`config.mk`:
```
export PLATFORM = sky130hd
export DESIGN_NAME = ssa_back
export DESIGN_NICKNAME = d
export VERILOG_FILES = /design/src/design/ssa_pkg.sv /design/src/design/ssa_back.sv
export VERILOG_INCLUDE_DIRS = /design/src /design/src/design
export SDC_FILE = /design/constraint.sdc
export NUM_CORES = 2
export LEC_CHECK = 0
export ABC_CLOCK_PERIOD_IN_PS = 8500
export BUFFER_PORTS_ARGS = -buffer_cell sky130_fd_sc_hd__buf_2
export CAP_MARGIN = 20
export CORE_MARGIN = 10
export CORE_UTILIZATION = 50
export CTS_CLUSTER_DIAMETER = 50
export DETAILED_ROUTE_END_ITERATION = 6
export GPL_TIMING_DRIVEN = 0
export MAX_ROUTING_LAYER = met4
export PLACE_DENSITY = 0.82
export SLEW_MARGIN = 20
export SYNTH_ARGS = -nofsm -noshare
export SYNTH_HDL_FRONTEND = slang
export SYNTH_SLANG_ARGS = --single-unit
```
`constraint.sdc`:
```
create_clock -name clk -period 8.5 [get_ports clk]
set_clock_uncertainty 0.05 [all_clocks]
set_input_delay 2.125 -clock clk [delete_from_list [all_inputs] [get_ports clk]]
set_output_delay 2.125 -clock clk [all_outputs]
set_load 0.01 [all_outputs]
```
`src/design/small_strain_accumulator_assert.svh`:
```
// Assertion macros shared by the small strain accumulator modules.
`ifndef SMALL_STRAIN_ACCUMULATOR_ASSERT_SVH
`define SMALL_STRAIN_ACCUMULATOR_ASSERT_SVH

// A condition that must hold at every clock edge outside reset.
`define SSA_ASSERT(label, clk, rst, cond, msg) \
  label: assert property (@(posedge clk) disable iff (rst) (cond)) \
    else $error(msg);

// A condition that must hold in the cycle after a trigger.
`define SSA_ASSERT_NEXT(label, clk, rst, trig, cond, msg) \
  label: assert property (@(posedge clk) disable iff (rst) (trig) |=> (cond)) \
    else $error(msg);

`endif

```
`src/design/ssa_pkg.sv`:
```
// Shared constants, types and helper functions of the small strain accumulator.
package ssa_pkg;

  // Default arithmetic widths.
  localparam int DATA_WIDTH_DEF = 32;
  localparam int ACC_WIDTH_DEF  = 48;
  localparam int FRAC_BITS      = 16;
  localparam int OUT_WIDTH      = 48;

  // Tensor components and the products that feed them.
  localparam int NUM_TERMS = 6;
  localparam int NUM_PROD  = 9;
  localparam int NUM_AXES  = 3;

  localparam int IDX_XX = 0;
  localparam int IDX_YY = 1;
  localparam int IDX_ZZ = 2;
  localparam int IDX_XY = 3;
  localparam int IDX_YZ = 4;
  localparam int IDX_XZ = 5;

  // Products in order: dx*ux, dy*uy, dz*uz, then the shear pairs
  // (dy*ux, dx*uy), (dz*uy, dy*uz), (dz*ux, dx*uz).
  localparam int PROD_DERIV [NUM_PROD] = '{0, 1, 2, 1, 0, 2, 1, 2, 0};
  localparam int PROD_DISP  [NUM_PROD] = '{0, 1, 2, 0, 1, 1, 2, 0, 2};

  // Depth of the queue between front and back.
  localparam int QUEUE_DEPTH = 4;

  // Configuration port.
  localparam int APB_ADDR_W = 3;
  localparam int APB_DATA_W = 32;
  localparam logic [APB_ADDR_W-3:0] REG_DIMENSION = '0;

  // Dimension codes; the zero code behaves as 3D.
  localparam int DIM_W = 2;
  typedef logic [DIM_W-1:0] dim_t;
  localparam dim_t DIM_ZERO = 2'd0;
  localparam dim_t DIM_1D   = 2'd1;
  localparam dim_t DIM_2D   = 2'd2;
  localparam dim_t DIM_3D   = 2'd3;

  // Control that travels with each item through the queue.
  typedef struct packed {
    logic                 last;
    dim_t                 dim;
    logic [NUM_TERMS-1:0] sat;
  } item_ctl_t;

  // Components that a dimension updates and emits.
  function automatic logic [NUM_TERMS-1:0] comp_used(input dim_t dim);
    logic [NUM_TERMS-1:0] used;
    logic two_d;
    logic three_d;
    two_d   = (dim != DIM_1D);
    three_d = (dim == DIM_3D) || (dim == DIM_ZERO);
    used         = '0;
    used[IDX_XX] = 1'b1;
    used[IDX_YY] = two_d;
    used[IDX_XY] = two_d;
    used[IDX_ZZ] = three_d;
    used[IDX_YZ] = three_d;
    used[IDX_XZ] = three_d;
    return used;
  endfunction

endpackage

```
`src/design/ssa_back.sv`:
```
// Back end: saturating accumulation of the strain terms and the result register.
`include "small_strain_accumulator_assert.svh"

module ssa_back import ssa_pkg::*; #(
  parameter int ACC_WIDTH = ACC_WIDTH_DEF
) (
  input  logic                           clk,
  input  logic                           rst,
  input  logic                           q_valid,
  output logic                           q_pop,
  input  logic [NUM_TERMS*ACC_WIDTH-1:0] q_terms,
  input  item_ctl_t                      q_ctl,
  output logic                           m_tvalid,
  input  logic                           m_tready,
  output logic [NUM_TERMS*OUT_WIDTH-1:0] m_tdata,
  output logic                           m_tuser
);

  localparam int MW = (ACC_WIDTH > OUT_WIDTH) ? ACC_WIDTH : OUT_WIDTH;
  localparam logic [ACC_WIDTH-1:0] ACC_MAX = {1'b0, {(ACC_WIDTH-1){1'b1}}};
  localparam logic [ACC_WIDTH-1:0] ACC_MIN = {1'b1, {(ACC_WIDTH-1){1'b0}}};

  logic [ACC_WIDTH-1:0] sums      [NUM_TERMS];
  logic [ACC_WIDTH-1:0] sums_next [NUM_TERMS];
  logic [NUM_TERMS-1:0] used;
  logic [NUM_TERMS-1:0] acc_sat;
  logic                 seen;
  logic                 seen_next;
  logic                 sums_zero;

  // A last item needs the result register free or being freed.
  assign q_pop = q_valid && (!q_ctl.last || !m_tvalid || m_tready);
  assign used  = comp_used(q_ctl.dim);

  // One saturating add per component.
  always_comb begin
    logic [ACC_WIDTH:0] s;
    logic               ovf;
    for (int i = 0; i < NUM_TERMS; i++) begin
      s = (ACC_WIDTH + 1)'($signed(sums[i]))
        + (ACC_WIDTH + 1)'($signed(q_terms[i*ACC_WIDTH +: ACC_WIDTH]));
      ovf        = (s[ACC_WIDTH] != s[ACC_WIDTH-1]);
      acc_sat[i] = ovf;
      if (!used[i]) begin
        sums_next[i] = sums[i];
      end else if (ovf) begin
        sums_next[i] = s[ACC_WIDTH] ? ACC_MIN : ACC_MAX;
      end else begin
        sums_next[i] = s[ACC_WIDTH-1:0];
      end
    end
    seen_next = seen || (|(used & (acc_sat | q_ctl.sat)));
  end

  // Running sums; a last item clears them as its result enters the result register.
  always_ff @(posedge clk) begin
    if (rst) begin
      for (int i = 0; i < NUM_TERMS; i++) begin
        sums[i] <= '0;
      end
      seen <= 1'b0;
    end else if (q_pop) begin
      for (int i = 0; i < NUM_TERMS; i++) begin
        sums[i] <= q_ctl.last ? '0 : sums_next[i];
      end
      seen <= q_ctl.last ? 1'b0 : seen_next;
    end
  end

  // Result register valid.
  always_ff @(posedge clk) begin
    if (rst) begin
      m_tvalid <= 1'b0;
    end else if (q_pop && q_ctl.last) begin
      m_tvalid <= 1'b1;
    end else if (m_tready) begin
      m_tvalid <= 1'b0;
    end
  end

  // Result payload, unused components forced to zero.
  always_ff @(posedge clk) begin
    logic [MW-1:0] ext;
    if (q_pop && q_ctl.last) begin
      for (int i = 0; i < NUM_TERMS; i++) begin
        ext = MW'($signed(sums_next[i]));
        m_tdata[i*OUT_WIDTH +: OUT_WIDTH] <= used[i] ? ext[OUT_WIDTH-1:0] : '0;
      end
      m_tuser <= seen_next;
    end
  end

  always_comb begin
    sums_zero = !seen;
    for (int i = 0; i < NUM_TERMS; i++) begin
      sums_zero = sums_zero && (sums[i] == '0);
    end
  end

  `SSA_ASSERT(a_no_result_overrun, clk, rst, !(q_pop && q_ctl.last && m_tvalid && !m_tready), "result overwritten while stalled")
  `SSA_ASSERT_NEXT(a_clear_after_last, clk, rst, q_pop && q_ctl.last, sums_zero, "sums not cleared after last item")

endmodule

```
Word-level counts from Yosys, hierarchy flattened:

Memory sizes are Yosys's and may differ from the RTL's.
Index checks and enable logic that the tools add are counted.

* memories kept: 1
* bits of input ports: 301
* word-level logic and storage cells: 77
* flip-flop bits (word level): 291
* bits in writable memories: 288

* muxes and demuxes: 37
* equality and inequality tests: 8
* bitwise logic cells: 8
* $add $sub $neg: 6
* reductions and logical operators: 11

Memories
* sums: depth 6, width 48, read ports 6, clocked after memory_dff 0, write ports 6, line ssa_back.sv:23 `logic [ACC_WIDTH-1:0] sums [NUM_TERMS];`

Operators by type and width (number)
* $mux W48: 29
* $add A48 B48 Y49: 6
* $mux W1: 8
* $and A6 B6 Y6: 1
* $ne A1 B1 Y1: 6
* $or A1 B1 Y1: 6
* $or A6 B6 Y6: 1
* $reduce_or A6 Y1: 1
* $logic_or A1 B1 Y1: 4
* $eq A2 B2 Y1 const B: 1
* $logic_and A1 B1 Y1: 2
* $logic_not A1 Y1: 2
* $logic_not A2 Y1: 1
* $ne A2 B1 Y1 const B: 1
* $reduce_bool A2 Y1: 1

Logic depth before layout (Yosys ltp):

* depth after elaboration: 8
* depth in mapped cells: 17

Worst setup path after synthesis:

OpenSTA, ideal clock, no wires.

* path kind: input -> register
* from: input port m_tready
* to: register m_tdata[0] (enable)
* cell stages on the path: 3
* path buffers: 0
* arrival: 7960 ps
* path slack: -149 ps
* cells stage by stage: nand2b_1 -> nand3_1 -> inv_1

* longest elaborated chain between the ends: 3

Ends and longest elaborated chain
* from (decl): line ssa_back.sv:14 `input logic m_tready,`
* $logic_or A1 B1 Y1: line ssa_back.sv:32 `assign q_pop = q_valid && (!q_ctl.last || !m_tvalid || m_tready);`
* $logic_and A1 B1 Y1: line ssa_back.sv:32
* $logic_and A1 B1 Y1: line ssa_back.sv:84 `if (q_pop && q_ctl.last) begin`
* to (signal, indexed assignment): line ssa_back.sv:87 `m_tdata[i*OUT_WIDTH +: OUT_WIDTH] <= used[i] ? ext[OUT_WIDTH-1:0] : '0;`
* to (decl): line ssa_back.sv:15 `output logic [NUM_TERMS*OUT_WIDTH-1:0] m_tdata,`

Every way passes these cells.
A chain may end at the register's enable or synchronous reset.

==> impl_results.md <==
- Vias in the first global route: 35.02k
- Post-synth EDFFs: 577
- DRC: 0
- Grt ovf: 0
- Final #Nets: ~5.4k
- Slew headroom: 0.2544
- Initial DRT Pass Iterations: 6
- Critical Path End Type: register
- Vias: ~36k
- # rows: 102
- #FFs+latches synth: 579
- Gate Count Post-Synth: 4093
- Post-synthesis sequential area ratio: 0.4398
- Outcome: finished clean
- Warnings, synthesis: 0
- H-tree levels: 3
- P_leak: 20.47 nW
- Crit path launch type: primary input
- DR iter-0 viols: 3265
- Post-DP HPWL: 109.5 mm
- Core area: 77850 sq um
- Pre-CTS setup slack: between 1 and 1.5 ns
- Layout cells sized above 1: 0.1752
- Top-count cell post-synth: edfxtp_1
- Pin count of the biggest net entering global routing: 51
- GP Congestion: 0.9821
- Total CTS buffers: 84
- Wire per inst: 23.40 um
- Total routed wirelength: 138.6 mm
- Async set-or-reset flop fraction in the synthesized netlist: 0
- IO Pins: 592
- Power Total: 10.22 mW
- Top cells by area in the synthesized netlist: edfxtp_1, ha_1, a21oi_1
- Overall routing resource usage: 0.3020
- Worst vdd ir: around 0.16 mV
- Clock Root Buffer: clkbuf_16
- Worst setup path category: primary input to register
- Final setup vio count: 0
- Slew Viols, Final: 0
- Setup ws final: 2.052 ns
- Worst Path Arrival: between 6 and 7 ns
- Sum Neg Setup Slack: 0 ns
- Tmin final: between 6 and 7 ns
- Power Density: 217.5 nW/um^2
- Post-synth top cells: edfxtp_1, nand2_1, a21oi_1, o21ai_0, ha_1
- Clk_lat worst skew: 0.64 ns
- FMAX: 0.1551 GHz
- Clock Tree Buf Depth: 3
- Dominant synthesized flop cell: edfxtp_1
- Mean Syn Cell Area: 9.647 sq um
- Hold Path Class: register to register
- Area Overhead vs Synth: 19.06%
- Post-CTS Resized: 0
- Die area: approximately 91000 sq um
- Synth area leader: edfxtp_1
- Clock sinks: ~580
- Setup bufs post-CTS: 0
- Die width: 301.0 um
- Worst-margin pin slew: 1.090 ns
- Area fraction of the dominant cell type after synthesis: 0.4388
- Max-cap violations: 0
- First-pass GRT wire length: approximately 210 mm
- Hold Buf Count CTS: 0
- Worst-path fanout max: 10
- RSZ-0062 raised after global routing: false
- Port buffer count: a little under 600
- Initial Utilization: 0.5072
- Area of the mapped netlist: 39490 sq um
- Synthesized Nets: between 4k and 5k
- Worst path required time: about 8.9 ns
- Via/cell ratio: 6.030
- Clock Pin Slew Worst Setup and Hold Paths: 0.05 ns
- Final Hold Viols: 0
- CTS tree: yes
- Netlist cell types: 89
- Die Y: 301.0 um
- Initial antenna violation count: 34
- Antenna-violating nets left: 0
- Final Cycle Share: 0.7586
- Fin util: 0.6039
==> cells by family (layout without fill, tap and decap cells) <==
group                    after synthesis  in the layout  synth area share
other                                  0             30                 0
AND/OR/NAND/NOR                     1168           1168            0.1375
adder cells (fa/ha/maj)              297            297           0.09512
buffers and inverters                348           1107           0.03520
multiplexers                           5              5          0.001331
AO/OA/AOI/OAI                       1437           1437            0.2336
XOR/XNOR                             259            259           0.05745
flip-flops                           579            579            0.4398
==> sequential cells by signal, summed over array words and instances (netlist names) <==
signal    flops
m_tuser       1
m_tvalid      1
seen          1
sums        288
m_tdata     288
==> layout by cell type, fill, tap and decap left out, types with 10 or more instances in the layout <==
master	instances
nor3_1	26
xnor2_1	149
a31oi_1	58
nor2_1	280
a21boi_0	17
a21o_1	174
inv_6	15
and3_1	29
buf_12	11
o22ai_1	33
diode_2	30
o31ai_1	28
buf_2	631
clkbuf_16	85
clkbuf_1	178
o21a_1	114
or2_2	11
o21ai_1	10
o31a_1	11
or3_1	17
o21bai_1	63
a21oi_1	421
o211ai_1	26
o21ai_2	27
nor2b_1	77
xor2_1	110
edfxtp_1	577
nand2_1	446
o21ai_0	291
nand3_1	59
nand4_1	65
and2_1	89
nand2b_1	40
ha_1	289
a221oi_1	47
a211oi_1	19
inv_1	129
==> per-stage QoR <==
stage               instance area (sq um)  cells  hold slack [ns]
floorplan                           39490   4093           0.4621
global placement                    43750   5724           0.4910
detailed placement                  44110   5740           0.5048
CTS                                 46940   5892           0.5200
global route                        47000   5918           0.5436
finish                              47010   5922           0.5182
==> path summary, 6_finish.rpt <==
| path | startpoint | to | slack [ns] | cells past startpoint |
|---|---|---|---|---|
| min reg2reg | sums[3][10] | sums[3][10] | 0.52 | 2 |
| min | sums[3][10] | sums[3][10] | 0.52 | 2 |
| max reg2reg | sums[3][0] | sums[3][29] | 3.28 | 16 |
| max | q_terms[144] | sums[3][29] | 2.05 | 17 |
==> layer usage <==
metal,vias to the layer above,wire length [um],track usage,part of all wire
li1,16690,-,-,-
met1,17100,55130,0.3688,0.40
met2,1656,65850,0.4883,0.48
met3,264,12960,0.06453,0.094
met4,0,4608,0.1105,0.033
met5,-,0,-,0
==> power by group <==
part	switching, mW	internal [mW]	leakage [nW]
sequential	0.123	3.55	5.94
combinational	1.92	1.06	13.2
clock	1.45	2.13	1.37
==> worst max-delay path, cell delays in order <==
cell and delay [ns]:
buf_2 0.11, ha_1 0.17, inv_1 0.05, fa_1 0.41
nor2b_1 0.13, o21a_1 0.13, o21ai_1 0.12, a211o_1 0.31
nand3_1 0.15, nand4bb_1 0.20, a2111oi_0 0.97, o31ai_1 0.24
and2_1 0.28, nor2_1 0.59, buf_1 0.43, o21ai_0 0.25
a21oi_1 0.20
==> area by class of cell <==
| cell class | instances | area, sq um |
|---|---|---|
| diodes | 30 | 75.07 |
| well taps | 1040 | 1301 |
| flip-flops and latches | 579 | 17370 |
| repair buffers | 607 | 3316 |
| multi-input cells | 3166 | 20730 |
| clock buffers | 95 | 2165 |
| fillers | 6691 | 30840 |
| plain buffers | 217 | 899.6 |
| clock inverters | 57 | 660.6 |
| inverters | 131 | 495.5 |
Note: power is estimated with default switching activity, not from simulation.
