File: config.mk
export PLATFORM = sky130hd
export DESIGN_NAME = ssa_fifo
export DESIGN_NICKNAME = d
export VERILOG_FILES = /design/src/design/ssa_pkg.sv /design/src/design/ssa_fifo.sv
export VERILOG_INCLUDE_DIRS = /design/src /design/src/design
export SDC_FILE = /design/constraint.sdc
export NUM_CORES = 1
export LEC_CHECK = 0
export BUFFER_PORTS_ARGS = -buffer_cell sky130_fd_sc_hd__buf_2
export CORE_AREA = 2 2 74 62
export CTS_BUF_LIST = sky130_fd_sc_hd__clkbuf_4 sky130_fd_sc_hd__clkbuf_8
export DETAILED_ROUTE_END_ITERATION = 8
export DIE_AREA = 0 0 76 64
export SYNTH_ARGS = -nofsm -noshare
export SYNTH_HDL_FRONTEND = slang
export SYNTH_SLANG_ARGS = --single-unit
File: constraint.sdc
create_clock -name clk -period 3.3 [get_ports clk]
set_clock_uncertainty 0.1 [all_clocks]
set_input_delay 0.66 -clock clk [delete_from_list [all_inputs] [get_ports clk]]
set_output_delay 0.66 -clock clk [all_outputs]
set_load 0.005 [all_outputs]
File: src/design/small_strain_accumulator_assert.svh
// Assertion macros shared by the small strain accumulator modules.
`ifndef SMALL_STRAIN_ACCUMULATOR_ASSERT_SVH
`define SMALL_STRAIN_ACCUMULATOR_ASSERT_SVH

// A condition that must hold at every clock edge outside reset.
`define SSA_ASSERT(label, clk, rst, cond, msg) \
  label: assert property (@(posedge clk) disable iff (rst) (cond)) \
    else $error(msg);

// A condition that must hold in the cycle after a trigger.
`define SSA_ASSERT_NEXT(label, clk, rst, trig, cond, msg) \
  label: assert property (@(posedge clk) disable iff (rst) (trig) |=> (cond)) \
    else $error(msg);

`endif

File: src/design/ssa_pkg.sv
// Shared constants, types and helper functions of the small strain accumulator.
package ssa_pkg;

  // Default arithmetic widths.
  localparam int DATA_WIDTH_DEF = 32;
  localparam int ACC_WIDTH_DEF  = 48;
  localparam int FRAC_BITS      = 16;
  localparam int OUT_WIDTH      = 48;

  // Tensor components and the products that feed them.
  localparam int NUM_TERMS = 6;
  localparam int NUM_PROD  = 9;
  localparam int NUM_AXES  = 3;

  localparam int IDX_XX = 0;
  localparam int IDX_YY = 1;
  localparam int IDX_ZZ = 2;
  localparam int IDX_XY = 3;
  localparam int IDX_YZ = 4;
  localparam int IDX_XZ = 5;

  // Products in order: dx*ux, dy*uy, dz*uz, then the shear pairs
  // (dy*ux, dx*uy), (dz*uy, dy*uz), (dz*ux, dx*uz).
  localparam int PROD_DERIV [NUM_PROD] = '{0, 1, 2, 1, 0, 2, 1, 2, 0};
  localparam int PROD_DISP  [NUM_PROD] = '{0, 1, 2, 0, 1, 1, 2, 0, 2};

  // Depth of the queue between front and back.
  localparam int QUEUE_DEPTH = 4;

  // Configuration port.
  localparam int APB_ADDR_W = 3;
  localparam int APB_DATA_W = 32;
  localparam logic [APB_ADDR_W-3:0] REG_DIMENSION = '0;

  // Dimension codes; the zero code behaves as 3D.
  localparam int DIM_W = 2;
  typedef logic [DIM_W-1:0] dim_t;
  localparam dim_t DIM_ZERO = 2'd0;
  localparam dim_t DIM_1D   = 2'd1;
  localparam dim_t DIM_2D   = 2'd2;
  localparam dim_t DIM_3D   = 2'd3;

  // Control that travels with each item through the queue.
  typedef struct packed {
    logic                 last;
    dim_t                 dim;
    logic [NUM_TERMS-1:0] sat;
  } item_ctl_t;

  // Components that a dimension updates and emits.
  function automatic logic [NUM_TERMS-1:0] comp_used(input dim_t dim);
    logic [NUM_TERMS-1:0] used;
    logic two_d;
    logic three_d;
    two_d   = (dim != DIM_1D);
    three_d = (dim == DIM_3D) || (dim == DIM_ZERO);
    used         = '0;
    used[IDX_XX] = 1'b1;
    used[IDX_YY] = two_d;
    used[IDX_XY] = two_d;
    used[IDX_ZZ] = three_d;
    used[IDX_YZ] = three_d;
    used[IDX_XZ] = three_d;
    return used;
  endfunction

endpackage

File: src/design/ssa_fifo.sv
// Short register queue between the front end and the accumulator.
`include "small_strain_accumulator_assert.svh"

module ssa_fifo import ssa_pkg::*; #(
  parameter int WIDTH = 8,
  parameter int DEPTH = QUEUE_DEPTH
) (
  input  logic             clk,
  input  logic             rst,
  input  logic             push,
  output logic             push_ready,
  input  logic [WIDTH-1:0] push_data,
  input  logic             pop,
  output logic             pop_valid,
  output logic [WIDTH-1:0] pop_data
);

  localparam int PTR_W = $clog2(DEPTH);
  localparam int CNT_W = $clog2(DEPTH + 1);

  logic [WIDTH-1:0] mem [DEPTH];
  logic [PTR_W-1:0] wr_ptr;
  logic [PTR_W-1:0] rd_ptr;
  logic [CNT_W-1:0] count;

  assign push_ready = (count != CNT_W'(DEPTH));
  assign pop_valid  = (count != '0);
  assign pop_data   = mem[rd_ptr];

  // Storage holds payload only.
  always_ff @(posedge clk) begin
    if (push) begin
      mem[wr_ptr] <= push_data;
    end
  end

  // Pointers and fill count.
  always_ff @(posedge clk) begin
    if (rst) begin
      wr_ptr <= '0;
      rd_ptr <= '0;
      count  <= '0;
    end else begin
      if (push) begin
        wr_ptr <= (wr_ptr == PTR_W'(DEPTH - 1)) ? '0 : wr_ptr + 1'b1;
      end
      if (pop) begin
        rd_ptr <= (rd_ptr == PTR_W'(DEPTH - 1)) ? '0 : rd_ptr + 1'b1;
      end
      if (push && !pop) begin
        count <= count + 1'b1;
      end else if (pop && !push) begin
        count <= count - 1'b1;
      end
    end
  end

  `SSA_ASSERT(a_no_overflow, clk, rst, !(push && (count == CNT_W'(DEPTH))), "queue write while full")
  `SSA_ASSERT(a_no_underflow, clk, rst, !(pop && (count == '0)), "queue read while empty")

endmodule

# --- Word level (Yosys, flattened, before mapping) ---
# Memory sizes are Yosys's and may differ from the RTL's. A register that Yosys moved wholly into a read port is not among the register bits.
# Index checks and enable logic that the tools add are counted.
word_totals:
  regBits: 7
  ram_bits: 32
  output_inout_bits: 10
  word_cells: 25
  n_memories: 1
op_classes:
  addsub: 4
  eq_ne: 3
  n_mux: 8
  reduce_logical: 6
mem_list:
  columns: ["name", "words", "word_bits", "rd", "rd_clocked_by_memory_dff", "wr", "line_no", "rtl"]
  rows:
  - ["mem", 4, 8, 1, 1, 1, "ssa_fifo.sv:21", "logic [WIDTH-1:0] mem [DEPTH];"]
ops:
  columns: ["operator", "n"]
  rows:
  - ["2-bit 2-to-1 mux", 4]
  - ["3-bit 2-to-1 mux", 2]
  - ["2-bit by 1-bit adder with 2-bit output, second input constant", 2]
  - ["2-bit equality test, second input constant", 2]
  - ["3-bit by 1-bit adder with 3-bit output, second input constant", 1]
  - ["3-bit inequality test, second input constant", 1]
  - ["3-bit nonzero test", 1]
  - ["3-bit by 1-bit subtractor with 3-bit output, second input constant", 1]
  - ["1-bit logical AND", 2]
  - ["1-bit zero test", 2]
  - ["1-bit 2-to-1 mux", 2]
  - ["2-bit nonzero test", 1]

# --- Depth between registers and ports, before layout ---
# Gate-level depths: netlist of the first run.
depth:
  ltp_word: 4
  ltp_mapped: 7

# --- Worst setup path after synthesis of the first run ---
# OpenSTA, ideal clock, no wires.
synth_timing:
  path_kind: "input -> register"
  startpoint: "input port pop"
  endpoint: "register count[2]"
  arrival_ns: 1.852
  required_time_ns: 3.130
  setup_slack_ns: 1.278
  stages: 7
  n_path_buf: 0
  cell_sequence: "inv_1 > ha_1 > inv_1 > fa_1 > xor2_1 > or3_1 > a21oi_1"
synth_between:
  elab_chain_len: 3
  elab_cells_between_ends: 5
  classes_between: "1 x mux; 4 x reduce/logical"
synth_lines:
  columns: ["element", "line_no", "rtl"]
  rows:
  - ["from (decl)", "ssa_fifo.sv:13", "input logic pop,"]
  - ["1-bit zero test", "ssa_fifo.sv:50", "if (push && !pop) begin"]
  - ["1-bit logical AND", "ssa_fifo.sv:50", null]
  - ["3-bit 2-to-1 mux / 2-bit nonzero test (equally long branches)", null, null]
  - ["to (signal assigned)", "ssa_fifo.sv:51", "count <= count + 1'b1;"]
  - ["to (signal assigned)", "ssa_fifo.sv:53", "count <= count - 1'b1;"]
  - ["to (decl)", "ssa_fifo.sv:24", "logic [CNT_W-1:0] count;"]
# Parallel ways exist; a longest one is shown, timed or not.
# A chain may end at the register's enable or synchronous reset.

==> impl_metrics.toml, run 1 <==
[setup_path]
worstRegToRegCells = 4
r2r-end = "count[2]"
start_kind = "register"
crit_chain = "mux4_2 > buf_2"
rrSetupSlack_ns = 1.68
critPathKind = "reg -> out"
crit-reg2reg-launch = "count[0]"
cp_slowest_stage_delay_ns = 0.68
crit_required_ns = 2.54
cp.arrival_ns = 1.69
path_max_fanout = 8
slowest_stage = "dfxtp_1"
cp-end-kind = "primary output"
cp_top_family = "flip-flops"
worst-path-buf-inv = 1
worstSetupPathDepth = 2

[routing]
vias_per_cell = 4.63
ant_nets = 0
num_vias = 791
drc_errors = 0
first_iter_violations = 17
wirelength_um = 2410
wire_per_inst_um = 14.1
drt_first_pass_iters = 4

[logic_synthesis]
yosys.area.top_type_share_pct = 60.1
synthCells = 87
synth_top_flop_cell = "edfxtp_1"
yosys_warnings = 0
synth_top_cells_by_count = "32 x edfxtp_1, 9 x dfxtp_1, 8 x mux4_2, 8 x nor2_1, 6 x ha_1"
synthTopCellsByArea = "edfxtp_1 60%, dfxtp_1 11%, mux4_2 11%"
synth.avg_cell_area_um2 = 18.4
ys_seq_area_share_pct = 71.4
yosysTopAreaCell = "edfxtp_1"
syn-cell-area_um2 = 1600
yosysUniqueCellTypes = 17
synthMostInstantiatedCell = "edfxtp_1"
synth_seq_cells = 41
synthArstFlopShare_pct = 0
synth_edf_count = 32
synth_fp_nets = 106

[floorplan]
coreArea_um2 = 4070
dieArea_um2 = 4860
num_rows = 21
start_util_pct = 39.3
die_h_um = 64
die-width_um = 76
pin_count = 22

[global_routing]
grt_pass1_wl_um = 3780
antenna_found_initial = 0
grt_max_degree = 14
overflow = 0
grt_pass1_vias = 840
track_usage_pct = 10.6

[timing]
timing.final.max_slew_violations = 0
worst-slew-pin-transition_ns = 0.555
fin_setup_tns_ns = 0
period_needed_ns = 2.45
max_slew_margin_pct = 62.9
rsz0062_at_grt = "no"
setup_viol = 0
finalCritPeriodShare_pct = 74.1
finalHoldViolCount = 0
timing.fmax_ghz = 0.409

[clock_tree]
h-tree-depth = 2
cts.sinks = 41
clk_pin_slew_ns = 0.07
cts_resized = 0
cts_setup_buffers = 0
insertion_delay_ns = 0.28
cts-buffers-inserted = 5
clockRootBuffer = "clkbuf_8"
cts.path.max_buffers = 2
cts_tree = "done"
holdBufCountCts = 0

[pwr]
total_power_mw = 1.02
power-per-cell-area_nw_per_um2 = 555
power.leakage_nw = 0.678
ir_drop_mv = 0.192

[status]
outcome = "complete, no violations"

[layout]
layoutNonFillerInstCount = 171
num_antenna_cells = 0
utilization_pct = 45.3
drive_above_1_share_pct = 32.5
synthToLayoutAreaGrowth_pct = 15.4
fin_area_um2 = 1850
nets = 132

[worst_hold_path]
hold_depth = 2
hold_class = "reg -> reg"
holdCritStartpoint = "count[2]"
hold_end = "count[2]"

[place]
port_buffers = 21
dp.cells = 163
dp_hpwl_um = 1620
post_dp_cell_area_um2 = 1760
gp_congestion = 0.693

[flow_run]
maxCapViolCount = 0
## worst max path at each step
| stage | endpoint | from | slack, ns |
|---|---|---|---|
| after floorplan | count[2] | pop | 1.28 |
| after detailed placement | count[2] | pop | 1.04 |
| after global routing | pop_data[6] | register | 0.75 |
| final | pop_data[6] | register | 0.85 |
| after global placement | count[2] | pop | 1.11 |
| after CTS | pop_data[3] | register | 0.81 |
## placed cells by master (no fill, tap or decap)
master / instances
a21oi_1: 2
and2_1: 4
buf_2: 21
clkbuf_8: 5
clkinv_2: 2
clkinvlp_4: 1
dfxtp_1: 9
edfxtp_1: 32
fa_1: 1
ha_1: 6
inv_1: 4
mux2i_1: 4
mux4_2: 8
nand2_1: 1
nor2_1: 8
nor3b_1: 1
o21ai_0: 1
or3_1: 2
xor2_1: 2
## worst reg2reg max path, stage by stage, from the launching register on
cell and delay (ns):
dfxtp_1 0.36, fa_1 0.45, xor2_1 0.17, or3_1 0.32, a21oi_1 0.16
## kinds of logic (layout without fill, tap and decap cells)
kind of cell,count (synthesis),after routing,share of synthesized area [%]
adder cells (fa/ha/maj),7,7,5.95
buffers and inverters,6,33,1.96
AO/OA/AOI/OAI,3,3,0.939
multiplexers,12,12,13.8
flip-flops,41,41,71.4
AND/OR/NAND/NOR,16,16,4.93
XOR/XNOR,2,2,1.10
## area by class of cell
| class | count | area (um2) |
|---|---|---|
| Fill cell | 352 | 2230 |
| Sequential cell | 41 | 1140 |
| Multi-Input combinational cell | 40 | 427 |
| Timing Repair Buffer | 21 | 105 |
| Tap cell | 57 | 71.3 |
| Clock buffer | 5 | 68.8 |
| Clock inverter | 3 | 17.5 |
| Inverter | 4 | 15.0 |
## layer usage
metal / global-route usage, % / share of wire, % / vias up
li1: - / - / 377
met1: 12.4 / 44 / 395
met2: 17.5 / 49 / 14
met3: 3.95 / 4.7 / 5
met4: 4.77 / 1.6 / 0
met5: 0 / 0 / -
## power breakdown
group	internal, mW	switching (mW)	leakage (nW)	total [mW]
clock	0.146	0.160	0.0439	0.306
sequential	0.587	0.0214	0.368	0.609
combinational	0.0579	0.0512	0.266	0.109
total	0.791	0.233	0.678	1.02
## state kept, by name, summed over array words and instances, names as in the netlist, named ones only
register / count
wr_ptr: 2
count: 3
mem: 32
rd_ptr: 2
## metrics by stage
| step | setup slack, ns | hold WS, ns |
|---|---|---|
| floorplan | 1.28 | 0.360 |
| global placement | 1.11 | 0.375 |
| detailed placement | 1.04 | 0.405 |
| CTS | 0.812 | 0.421 |
| global route | 0.746 | 0.449 |
| finish | 0.854 | 0.429 |
(Power assumes the default switching activity.)
==> run 2, diff against run 1 <==
- clock period: 3.3 -> 2.2 ns (I/O delays scaled with it)
==> run 2 against run 1 <==
Net effect:
- combinational power grew 54%
- via count up 3.4%
- hold slack worse by 0.17 ns
- critical path type unchanged
- non-clock buffer count grew 1
- sequential share of layout area fell by 1.4 points
- highest routed layer unchanged
- sequential cell count unchanged
- count of clock-buffer cells in the layout grew 1
- critical path depth rose by 1
- final area grew 2.2%
- utilization grew 1.0 points
- register-to-register slack got worse by 1.1 ns
==> impl_metrics.toml, run 2 (synthesized netlist as in run 1, its figures left out) <==
[clock_tree]
cts_tree = "done"
insertion_delay_ns = 0.29
cts_setup_buffers = 0
cts-buffers-inserted = 5
cts_resized = 0
h-tree-depth = 2
clk_pin_slew_ns = 0.08
cts.sinks = 41
clockRootBuffer = "clkbuf_8"
holdBufCountCts = 0
cts.path.max_buffers = 2

[layout]
regMostFlops = "mem"
largestRegisters = "mem x32, count x3"
layout_commonest_cell = "edfxtp_1"
synthToLayoutAreaGrowth_pct = 18.0
layoutNonFillerInstCount = 172
fin_area_um2 = 1890
num_antenna_cells = 0
most-common-layout-cells = "32 x edfxtp_1, 21 x buf_2, 9 x dfxtp_1"
largest_register_ffs = 32
nets = 133
utilization_pct = 46.3
drive_above_1_share_pct = 33.0

[global_routing]
grt_pass1_vias = 854
antenna_found_initial = 0
track_usage_pct = 11.9
grt_pass1_wl_um = 4160
overflow = 0
grt_max_degree = 14

[timing]
finalHoldViolCount = 0
finalCritPeriodShare_pct = 92.5
worst-slew-pin-transition_ns = 0.444
fin_setup_tns_ns = 0
max_slew_margin_pct = 70.4
setup_ws_ns = 0.166
holdWs_ns = 0.262
timing.fmax_ghz = 0.492
period_needed_ns = 2.03
rsz0062_at_grt = "no"
timing.final.max_slew_violations = 0
setup_viol = 0

[worst_hold_path]
hold_class = "in -> reg"
holdCritStartpoint = "push_data[2]"
hold_end = "mem[0][2]"
hold_depth = 1

[setup_path]
cp_top_family = "multiplexers"
path_max_fanout = 8
critPathKind = "reg -> out"
start_kind = "register"
cp.arrival_ns = 1.49
cp-end-kind = "primary output"
cp_slowest_stage_delay_ns = 0.53
slowest_stage = "mux4_2"
worst-path-buf-inv = 2
rrSetupSlack_ns = 0.59
r2r-end = "count[2]"
crit_chain = "buf_4 > mux4_2 > buf_2"
worstRegToRegCells = 4
crit-reg2reg-launch = "count[0]"
crit_required_ns = 1.66

[place]
gp_congestion = 0.667
dp.cells = 164
dp_slack_ns = 0.131
post_dp_cell_area_um2 = 1770
port_buffers = 21

[floorplan]
num_rows = 21
die-width_um = 76
start_util_pct = 39.3
die_h_um = 64
dieArea_um2 = 4860
pin_count = 22
coreArea_um2 = 4070

[pwr]
total_power_mw = 1.71
pwr-share-comb_pct = 9.8
power-per-cell-area_nw_per_um2 = 904
ir_drop_mv = 0.293
p_clk_share_pct = 36.9
intPower_mw = 1.34
pwr-share-seq_pct = 53.2
switching_share_pct = 21.6
power_switching_mw = 0.369
power.leakage_nw = 0.697

[status]
outcome = "complete, no violations"

[routing]
first_iter_violations = 43
drc_errors = 0
wire_per_inst_um = 14.7
num_vias = 818
wirelength_um = 2530
vias_per_cell = 4.76
drt_first_pass_iters = 3
ant_nets = 0

[flow_run]
maxCapViolCount = 0
==> run 2: cell count changes in the layout (fill, tap and decap cells not counted), sizes merged <==
| cell | before | now |
|---|---|---|
| buf | 21 | 22 |
| bufinv | 0 | 1 |
| clkbuf | 5 | 6 |
| clkinv | 2 | 0 |
==> run 2: metal layers <==
layer | vias up | global-route usage, % | part of all wire [%]
li1 | 379 | - | -
met1 | 416 | 13.3 | 42
met2 | 16 | 19.5 | 51
met3 | 7 | 4.94 | 4.7
met4 | 0 | 6.82 | 2.3
met5 | - | 0 | 0
==> run 2: how the worst max path moves through the flow <==
| stage | slack, ns | to | startpoint | cells after the start |
|---|---|---|---|---|
| 6_report | 0.17 | pop_data[6] | register | 3 |
| 5_1_grt | 0.09 | pop_data[6] | register | 3 |
| 4_1_cts | 0.14 | pop_data[6] | register | 3 |
| 3_5_place_dp | 0.13 | count[2] | pop | 8 |
| 3_3_place_gp | 0.23 | count[2] | pop | 8 |
| 2_1_floorplan | 0.40 | count[2] | pop | 7 |
==> run 2: power by group through the flow <==
| stage | Sequential (mW) | Combinational (mW) | Clock (mW) |
|---|---|---|---|
| finish | 0.908 | 0.168 | 0.630 |
| global route | 0.912 | 0.190 | 0.683 |
| CTS | 0.908 | 0.173 | 0.646 |
| detailed placement | 0.926 | 0.172 | 0 |
| global placement | 0.922 | 0.164 | 0 |
| floorplan | 0.915 | 0.111 | 0 |
==> run 2: final cells by class <==
cell class / instances / area [um2]
Fill cell: 357 / 2190
Sequential cell: 41 / 1140
Multi-Input combinational cell: 40 / 427
Timing Repair Buffer: 22 / 113
Clock buffer: 6 / 82.6
Tap cell: 57 / 71.3
Clock inverter: 2 / 37.5
Inverter: 4 / 15.0
==> run 3, diff against run 2 <==
- CORE_AREA: 2 2 74 62 -> 5 5 77 65
- DIE_AREA: 0 0 76 64 -> 0 0 82 70
- PLACE_DENSITY_LB_ADDON: default -> 0.08
==> run 3 against run 2 <==
Net effect:
- utilization is 1.0 points lower
- global-route usage shrank 1.8 points
- combinational power hardly changed
==> impl_metrics.toml, run 3 (synthesized netlist as in run 1, its figures left out) <==
[floorplan]
die-width_um = 82
die_h_um = 70
num_rows = 21
pin_count = 22
dieArea_um2 = 5740
start_util_pct = 39.0
coreArea_um2 = 4100

[pwr]
power.leakage_nw = 0.689
total_power_mw = 1.57
power-per-cell-area_nw_per_um2 = 846
ir_drop_mv = 0.461

[setup_path]
critPathKind = "reg -> out"
worstRegToRegCells = 4
cp.arrival_ns = 1.48
crit_required_ns = 1.66
worst-path-buf-inv = 2
slowest_stage = "mux4_2"
crit-reg2reg-launch = "count[0]"
path_max_fanout = 8
cp_slowest_stage_delay_ns = 0.54
cp-end-kind = "primary output"
start_kind = "register"
r2r-end = "count[2]"
rrSetupSlack_ns = 0.64
crit_chain = "buf_4 > mux4_2 > buf_2"
cp_top_family = "multiplexers"

[clock_tree]
cts_setup_buffers = 0
clockRootBuffer = "clkbuf_8"
cts.sinks = 41
cts.path.max_buffers = 2
cts_tree = "done"
cts_resized = 0
clk_pin_slew_ns = 0.07
h-tree-depth = 2
insertion_delay_ns = 0.28
cts-buffers-inserted = 5
holdBufCountCts = 0

[global_routing]
grt_use_met1_pct = 13.3
antenna_found_initial = 0
met3_usage_pct = 3.98
grt_pass1_wl_um = 4160
overflow = 0
grt_max_degree = 12
grt_pass1_vias = 860
track_usage_pct = 10.2
use_met2_pct = 15.1
busiest_layer = "met2"

[layout]
nets = 133
largest_register_ffs = 32
drive_above_1_share_pct = 33.0
most-common-layout-cells = "32 x edfxtp_1, 21 x buf_2, 9 x dfxtp_1"
utilization_pct = 45.3
layout_commonest_cell = "edfxtp_1"
largestRegisters = "mem x32, count x3"
regMostFlops = "mem"
num_antenna_cells = 0
synthToLayoutAreaGrowth_pct = 16.2
n_fill_cell = 390

[timing]
max_slew_margin_pct = 70.0
setup_viol = 0
timing.fmax_ghz = 0.495
timing.final.max_slew_violations = 0
holdWs_ns = 0.273
period_needed_ns = 2.02
finalCritPeriodShare_pct = 91.9
finalHoldViolCount = 0
rsz0062_at_grt = "no"
worst-slew-pin-transition_ns = 0.450
fin_setup_tns_ns = 0
setup_ws_ns = 0.179

[worst_hold_path]
hold_end = "mem[3][3]"
hold_depth = 1
holdCritStartpoint = "push_data[3]"
hold_class = "in -> reg"

[routing]
num_vias = 794
vias_per_cell = 4.62
ant_nets = 0
drt_first_pass_iters = 3
drc_errors = 0
wire_per_inst_um = 14.8
wirelength_um = 2550
first_iter_violations = 53

[place]
port_buffers = 21
dp_hpwl_um = 1790
gp_congestion = 0.648
dp_slack_ns = 0.174

[status]
outcome = "complete, no violations"

[flow_run]
maxCapViolCount = 0
run 3: cell count changes in the layout (fill, tap and decap cells not counted):
cell | previous run | this run
clkbuf_8 | 6 | 5
bufinv_16 | 1 | 0
clkinvlp_4 | 1 | 0
clkbuf_4 | 0 | 3
run 3: through the flow:
stage,cells,instance area [um2]
3_5_place_dp,164,1770
2_1_floorplan,87,1600
3_3_place_gp,164,1770
6_report,172,1860
5_1_grt,172,1860
4_1_cts,172,1860
run 3: worst max path at each step:
stage	depth (start not counted)	slack [ns]	startpoint	end
5_1_grt	3	0.08	register	pop_data[3]
2_1_floorplan	7	0.40	pop	count[2]
3_5_place_dp	8	0.17	pop	count[2]
3_3_place_gp	7	0.25	push	count[2]
6_report	3	0.18	register	pop_data[5]
4_1_cts	3	0.16	register	pop_data[4]
run 3: where the power goes:
group | switching (mW) | internal (mW) | total (mW)
combinational | 0.0812 | 0.0879 | 0.169
sequential | 0.0272 | 0.881 | 0.908
clock | 0.232 | 0.262 | 0.495
run 3: per-layer routing:
layer	part of all wire, %	vias up
li1	-	380
met1	45	390
met2	48	17
met3	5.6	7
met4	1.4	0
met5	0	-
run 3: layout make-up:
| type | instances | area, um2 | area share, % |
|---|---|---|---|
| Clock buffer | 8 | 91.3 | 4.92 |
| Sequential cell | 41 | 1140 | 61.4 |
| Multi-Input combinational cell | 40 | 427 | 23.0 |
| Tap cell | 57 | 71.3 | 3.84 |
| Timing Repair Buffer | 22 | 113 | 6.06 |
| Inverter | 4 | 15.0 | 0.808 |
